<file path="src/hw/rtl/lrb_pkg.sv">
// Package for the Legendre root bisection block: payload types, constants, reciprocals.
// No dependencies.
`default_nettype none
package lrb_pkg;
    localparam int MAX_DEGREE = 64;
    localparam int FRAC_BITS  = 30;
    localparam int DEG_W      = 7;
    localparam int CNT_W      = $clog2(MAX_DEGREE + 1);
    localparam logic signed [33:0] ONE_FX = 34'sd1 <<< FRAC_BITS;
    localparam logic signed [33:0] MONE_FX = -(34'sd1 <<< FRAC_BITS);

    typedef struct packed {
        logic signed [31:0] prev_root;
        logic               prev_last;
    } in_item_t;

    typedef struct packed {
        logic signed [31:0] root;
        logic               root_last;
    } out_item_t;

    typedef logic [MAX_DEGREE:0][31:0] recip_tab_t;

    function automatic recip_tab_t make_recip_tab();
        recip_tab_t tab;
        tab[0] = '0;
        for (int i = 1; i <= MAX_DEGREE; i++)
            tab[i] = 32'((64'd1 << FRAC_BITS) / 64'(i));
        return tab;
    endfunction

    localparam recip_tab_t RECIP_TAB = make_recip_tab();
endpackage
`default_nettype wire

</file>
<file path="src/hw/rtl/lrb_datapath.sv">
// Datapath: bracket registers and a sequential Legendre recurrence evaluator.
// Depends on lrb_pkg.
`default_nettype none
module lrb_datapath import lrb_pkg::*; (
    input  wire logic               clk,
    input  wire logic               rst_n,
    input  wire logic [DEG_W-1:0]   n,
    input  wire logic signed [33:0] a_in,
    input  wire logic signed [33:0] c_in,
    input  wire logic               go,
    output logic                    busy,
    output logic signed [33:0]      result
);
    typedef enum logic [2:0] {S_IDLE, S_MID, S_EA, S_MUL1, S_MUL2, S_DEC} st_t;
    st_t st_reg, st_next;
    logic signed [33:0] a_reg, a_next, c_reg, c_next, b_reg, b_next, x_reg, x_next;
    logic signed [33:0] pm1_reg, pm1_next, pm2_reg, pm2_next, fa_reg, fa_next;
    logic signed [33:0] t_reg, t_next;
    logic [CNT_W-1:0]   i_reg, i_next;
    logic               side_reg, side_next;
    logic signed [34:0] sum;
    logic signed [33:0] mid, mop_a, mop_b, mq, pnew;
    logic signed [35:0] pr;
    logic [67:0]        mag;
    logic [33:0]        ua, ub;

    assign sum = 35'(a_reg) + 35'(c_reg);
    assign mid = sum[34:1];

    always_comb
    begin
        mop_a = x_reg;
        mop_b = pm1_reg;
        if (st_reg == S_MUL2)
        begin
            mop_a = $signed({2'b00, RECIP_TAB[i_reg]});
            mop_b = t_reg - pm2_reg;
        end
        ua = mop_a[33] ? 34'(-mop_a) : 34'(mop_a);
        ub = mop_b[33] ? 34'(-mop_b) : 34'(mop_b);
        mag = 68'(ua) * 68'(ub);
        mq = (mop_a[33] ^ mop_b[33]) ? -$signed(mag[63:30]) : $signed(mag[63:30]);
        pr = 36'(t_reg) * 36'sd2 - 36'(pm2_reg) - 36'(mq);
        if (pr > 36'(ONE_FX)) pnew = ONE_FX;
        else if (pr < 36'(MONE_FX)) pnew = MONE_FX;
        else pnew = pr[33:0];
    end

    always_comb
    begin
        st_next = st_reg; a_next = a_reg; c_next = c_reg; b_next = b_reg; x_next = x_reg;
        pm1_next = pm1_reg; pm2_next = pm2_reg; fa_next = fa_reg; t_next = t_reg;
        i_next = i_reg; side_next = side_reg;
        case (st_reg)
            S_IDLE:
                if (go)
                begin
                    a_next = a_in; c_next = c_in; st_next = S_MID;
                end
            S_MID:
            begin
                b_next = mid;
                if (mid == a_reg || mid == c_reg) st_next = S_IDLE;
                else
                begin
                    x_next = a_reg; pm1_next = a_reg; pm2_next = ONE_FX;
                    i_next = CNT_W'(2); side_next = 1'b0; st_next = S_MUL1;
                end
            end
            S_MUL1:
                if (i_reg > CNT_W'(n)) st_next = side_reg ? S_DEC : S_EA;
                else
                begin
                    t_next = mq; st_next = S_MUL2;
                end
            S_MUL2:
            begin
                pm2_next = pm1_reg; pm1_next = pnew; i_next = i_reg + 1'b1; st_next = S_MUL1;
            end
            S_EA:
            begin
                fa_next = pm1_reg; x_next = b_reg; pm1_next = b_reg; pm2_next = ONE_FX;
                i_next = CNT_W'(2); side_next = 1'b1; st_next = S_MUL1;
            end
            S_DEC:
            begin
                if (pm1_reg == 0) st_next = S_IDLE;
                else
                begin
                    if ((fa_reg < 0 && pm1_reg > 0) || (fa_reg > 0 && pm1_reg < 0))
                        c_next = b_reg;
                    else a_next = b_reg;
                    st_next = S_MID;
                end
            end
            default: st_next = S_IDLE;
        endcase
    end

    always_ff @(posedge clk or negedge rst_n)
    begin
        if (!rst_n) st_reg <= S_IDLE;
        else st_reg <= st_next;
    end

    always_ff @(posedge clk)
    begin
        a_reg <= a_next; c_reg <= c_next; b_reg <= b_next; x_reg <= x_next;
        pm1_reg <= pm1_next; pm2_reg <= pm2_next; fa_reg <= fa_next; t_reg <= t_next;
        i_reg <= i_next; side_reg <= side_next;
    end

    assign busy = (st_reg != S_IDLE) || go;
    assign result = b_reg;
endmodule
`default_nettype wire

</file>
<file path="src/hw/rtl/lrb_ctrl.sv">
// Controller: handshake, left end, sequencing of up to two bisections per transaction.
// Depends on lrb_pkg.
`default_nettype none
module lrb_ctrl import lrb_pkg::*; (
    input  wire logic               clk,
    input  wire logic               rst_n,
    input  wire logic               cfg_we,
    input  wire logic [DEG_W-1:0]   cfg_data,
    input  wire in_item_t           in_data,
    input  wire logic               in_valid,
    output logic                    in_stall,
    output out_item_t               out_data,
    output logic                    out_valid,
    input  wire logic               out_stall,
    output logic [DEG_W-1:0]        n,
    output logic signed [33:0]      a_out,
    output logic signed [33:0]      c_out,
    output logic                    go,
    input  wire logic               dp_busy,
    input  wire logic signed [33:0] dp_result
);
    typedef enum logic [2:0] {C_IDLE, C_RUN1, C_OUT1, C_RUN2, C_OUT2} cst_t;
    cst_t st_reg;
    logic [DEG_W-1:0]   deg_reg;
    logic signed [33:0] left_reg, left_next, x_reg;
    logic               last_reg, ov_reg;
    out_item_t          od_reg, od_next;
    logic signed [33:0] xin;
    logic               acc, deg_le1, out_free, out_load;

    assign deg_le1 = deg_reg <= DEG_W'(1);
    assign n = (deg_reg > DEG_W'(MAX_DEGREE)) ? DEG_W'(MAX_DEGREE) : deg_reg;
    assign out_free = !(ov_reg && out_stall);
    assign in_stall = (st_reg != C_IDLE) || !out_free;
    assign acc = in_valid && !in_stall;
    assign out_valid = ov_reg;
    assign out_data = od_reg;

    always_comb
    begin
        xin = 34'(in_data.prev_root);
        if (xin > ONE_FX) xin = ONE_FX;
        else if (xin < MONE_FX) xin = MONE_FX;
        go = 1'b0; a_out = left_reg; c_out = xin;
        if (acc && !deg_le1) go = 1'b1;
        else if (st_reg == C_OUT1 && last_reg && out_free)
        begin
            go = 1'b1; a_out = x_reg; c_out = ONE_FX;
        end
    end

    always_comb
    begin
        out_load = 1'b0; od_next = od_reg; left_next = left_reg;
        case (st_reg)
            C_IDLE:
                if (acc && deg_le1)
                begin
                    out_load = 1'b1; od_next = '{root: 32'sd0, root_last: 1'b1};
                    left_next = MONE_FX;
                end
            C_OUT1:
                if (out_free)
                begin
                    out_load = 1'b1; od_next = '{root: dp_result[31:0], root_last: 1'b0};
                    if (!last_reg) left_next = x_reg;
                end
            C_OUT2:
                if (out_free)
                begin
                    out_load = 1'b1; od_next = '{root: dp_result[31:0], root_last: 1'b1};
                    left_next = MONE_FX;
                end
            default: ;
        endcase
        if (cfg_we) left_next = MONE_FX;
    end

    always_ff @(posedge clk or negedge rst_n)
    begin
        if (!rst_n)
        begin
            st_reg <= C_IDLE; deg_reg <= DEG_W'(1); left_reg <= MONE_FX; ov_reg <= 1'b0;
            x_reg <= '0; last_reg <= 1'b0; od_reg <= '0;
        end
        else
        begin
            ov_reg <= out_load || (ov_reg && out_stall);
            od_reg <= od_next;
            left_reg <= left_next;
            if (cfg_we) deg_reg <= cfg_data;
            case (st_reg)
                C_IDLE:
                    if (acc)
                    begin
                        x_reg <= xin; last_reg <= in_data.prev_last;
                        if (!deg_le1) st_reg <= C_RUN1;
                    end
                C_RUN1:
                    if (!dp_busy) st_reg <= C_OUT1;
                C_OUT1:
                    if (out_free) st_reg <= last_reg ? C_RUN2 : C_IDLE;
                C_RUN2:
                    if (!dp_busy) st_reg <= C_OUT2;
                C_OUT2:
                    if (out_free) st_reg <= C_IDLE;
                default: st_reg <= C_IDLE;
            endcase
        end
    end
endmodule
`default_nettype wire

</file>
<file path="src/hw/rtl/legendre_root_bisection.sv">
// Top level of the Legendre root bisection block.
// Depends on lrb_pkg, lrb_ctrl, lrb_datapath.
// Each transaction in yields one root (two on the last of a set when the degree is
// above one). Each bisection step runs the recurrence for both points through one
// shared multiplier, up to 31 steps per root.
`default_nettype none
module legendre_root_bisection import lrb_pkg::*; (
    input  wire logic             clk,
    input  wire logic             rst_n,
    input  wire logic             cfg_we,
    input  wire logic [DEG_W-1:0] cfg_data,
    input  wire in_item_t         in_data,
    input  wire logic             in_valid,
    output logic                  in_stall,
    output out_item_t             out_data,
    output logic                  out_valid,
    input  wire logic             out_stall
);
    logic [DEG_W-1:0]   n;
    logic signed [33:0] a, c, res;
    logic               go, busy;

    lrb_ctrl u_ctrl (
        .clk, .rst_n, .cfg_we, .cfg_data, .in_data, .in_valid, .in_stall,
        .out_data, .out_valid, .out_stall, .n, .a_out(a), .c_out(c), .go,
        .dp_busy(busy), .dp_result(res)
    );

    lrb_datapath u_dp (
        .clk, .rst_n, .n, .a_in(a), .c_in(c), .go, .busy, .result(res)
    );
endmodule
`default_nettype wire

</file>
<file path="config.mk">
export PLATFORM = sky130hd
export DESIGN_NAME = legendre_root_bisection
export DESIGN_NICKNAME = d
export VERILOG_FILES = /design/src/hw/rtl/lrb_pkg.sv /design/src/hw/rtl/lrb_datapath.sv /design/src/hw/rtl/lrb_ctrl.sv /design/src/hw/rtl/legendre_root_bisection.sv
export SDC_FILE = /design/constraint.sdc
export NUM_CORES = 2
export LEC_CHECK = 0
export BUFFER_PORTS_ARGS = -buffer_cell sky130_fd_sc_hd__buf_4
export CAP_MARGIN = 20
export CORE_MARGIN = 2
export CORE_UTILIZATION = 50
export CTS_BUF_LIST = sky130_fd_sc_hd__clkbuf_4 sky130_fd_sc_hd__clkbuf_8
export DETAILED_ROUTE_END_ITERATION = 7
export PLACE_DENSITY = 0.62
export RECOVER_POWER = 50
export SYNTH_ARGS = -nofsm -noshare
export SYNTH_HDL_FRONTEND = slang
export SYNTH_SLANG_ARGS = --single-unit
</file>
<file path="constraint.sdc">
create_clock -name clk -period 20.9 [get_ports clk]
set_input_delay 2.09 -clock clk [delete_from_list [all_inputs] [get_ports clk]]
set_output_delay 2.09 -clock clk [all_outputs]
set_load 0.02 [all_outputs]
</file>
==> results.cfg <==
[run_status]
outcome = finished, violations left
violations = max-capacitance violations, max-slew violations

[global_route]
grt_max_degree = 70
first_global_vias = 56700
grt_pass1_wl_um = 363000
grt_usage_pct = 35.8
antenna_found_initial = 8
grt_overflow = 0

[logic_synthesis]
ys_top_cells_by_area = fa_1 (32%), edfxtp_1 (13%), nand2_1 (7.6%), ha_1 (7.2%), inv_1 (6.8%)
synth_edf_count = 280
synth_common_cells = nand2_1 (1351), inv_1 (1207), fa_1 (1050), nor2_1 (492), ha_1 (383)
synth-seq-area-share_pct = 17.8
async_flop_share_pct = 26.5
yosysWarnings = 0
yosysTopAreaCell = fa_1
syn-num-nets = 9044
synth_area_sq_um = 66400
synth_top_flop_cell = edfxtp_1
synth_seq_cells = 423
yosysTopAreaCellShare_pct = 31.7
synth_area_per_cell_sq_um = 8.78
synth_cell_type_count = 118
post-synth-top-count-cell = nand2_1
syn_inst = 7566

[detailed_routing]
wl_um = 241000
num_vias = 55600
drtAntennaViolNets = 0
wl_per_cell_um = 25.9
dr.pass1.iters = 7
drtIter0Drc = 5458
routed_via_density = 5.96
drc = 0

[finish]
synthToLayoutAreaGrowth_pct = 6.78
fillers = 12400
layout.nets = 8974
multi_input_area_sq_um = 48900
final-seq-area_sq_um = 11800
final_layout_size_suffix_gt1_share_pct = 6.60

[floorplanning]
io_pins = 80
initial_core_util_pct = 50.5
core_area_sq_um = 132000
die_h_um = 368
dieArea_sq_um = 136000
rows = 133
die_w_um = 368

[worst_setup_path]
crit_slowest_cell = nor3b_1
path_class = reg2reg
cp-end-kind = register
crit_family = simple AND/OR/NAND/NOR gates
path_buf_inv = 12
crit_required_ns = 21.39
max_stage_delay_ns = 0.94
cpMostUsedCell = fa_1
cp_max_fo = 48
critPathArrivalTime_ns = 19.78
cp-start-kind = register

[cts]
clk_latency_ns = 0.68
htreeDepth = 3
cts_tree = done
postCtsHoldBufs = 0
cts-root-buf = clkbuf_8
clk_pin_slew_ns = 0.06
clk_path_buf_depth = 3
post_cts_resized = 0
cts_setup_buffers = 0
numCtsBuffers = 78
numClockSinks = 423

[placed_design]
dp_hpwl_um = 191000
port_buffers = 79
gp_congestion = 1.03

[timing]
min_period_ns = 19.29
setup_tns_ns = 0
relSlewSlack_pct = -144
skew_ns = 0.0559
slew_viol_final = 389
report.final.hold_viol_count = 0
post-route-period-util_pct = 92.3
max_freq_mhz = 51.8
worst_slew_pin_slew_ns = 3.66
rsz0062_at_grt = false
finalSetupViolCount = 0

[worst_hold_path]
hold_class = reg2reg

[flow_run]
drv_cap = 9
placed cells by master, fill, tap and decap left out, types with 130 or more instances in the layout:
master and n:
fa_1 1050, o21ai_0 239, ha_1 383, xnor2_1 130
inv_1 1207, buf_4 206, nor2_1 487, a21oi_1 247
nand2_1 1350, edfxtp_1 280
metrics by stage:
step	area (sq um)	std cells	setup WS (ns)	hold WS, ns	utilization, %
after global placement	69400	9166	2.39	0.455	52.7
final	70900	9317	1.61	0.463	53.9
after CTS	71000	9310	2.08	0.469	53.9
after floorplan	66400	7566	3.98	0.424	-
after detailed placement	69400	9168	2.20	0.457	52.7
after global routing	70900	9314	0.319	0.494	53.9
layout make-up:
cell class / instances / area share, %
Timing Repair Buffer: 240 / 2.49
Clock inverter: 31 / 0.302
Antenna cell: 4 / 0.0141
Clock buffer: 111 / 1.96
Multi-Input combinational cell: 5541 / 69.0
Tap cell: 1755 / 3.10
Sequential cell: 423 / 16.7
Inverter: 1212 / 6.42
tightest hold or removal path, delay by kind of cell, from the launching register on:
family	cells	cell delay (ns)
simple gates	2	0.10
flops	1	0.34
logic make-up (layout without fill, tap and decap cells):
group                      count (synthesis)  after routing  share of synthesized area [%]
and+or+nand+nor                         2626           2626                           17.8
other                                      0              4                              0
xor gates and xnor gates                 288            288                           3.98
buffers and inverters                   1602           1594                           9.23
adders and majority gates               1433           1433                           38.9
DFF                                      423            423                           17.8
muxes                                     70             70                           1.10
AOI/OAI and AO/OA                       1124           1124                           11.2
layer usage:
layer	share of wire [%]	global-route usage [%]
met1	39	47.0
met4	6.3	18.2
met2	45	56.5
met5	0.025	0
met3	9.2	7.15
path summary, 6_finish.rpt:
kind,startpoint,endpoint,slack [ns],cells past startpoint
max in group asynchronous,rst_n,u_ctrl.deg_reg[5]$_DFFE_PN0P_,14.09,2
setup reg to reg,u_dp.st_reg[1]$_DFFE_PN0N_,u_dp.pm1_reg[26]$_DFFE_PP_,1.61,58
setup / recovery,u_dp.st_reg[1]$_DFFE_PN0N_,u_dp.pm1_reg[26]$_DFFE_PP_,1.61,58
hold reg to reg,u_ctrl.out_data[5]$_DFFE_PN0P_,u_ctrl.out_data[5]$_DFFE_PN0P_,0.46,2
hold / removal,u_ctrl.out_data[5]$_DFFE_PN0P_,u_ctrl.out_data[5]$_DFFE_PN0P_,0.46,2
min in group asynchronous,rst_n,u_ctrl.left_reg[3]$_DFFE_PN0P_,2.26,1
Power is not shown: default switching activity piles up to over one toggle a cycle in this logic, so the estimate is an artifact.
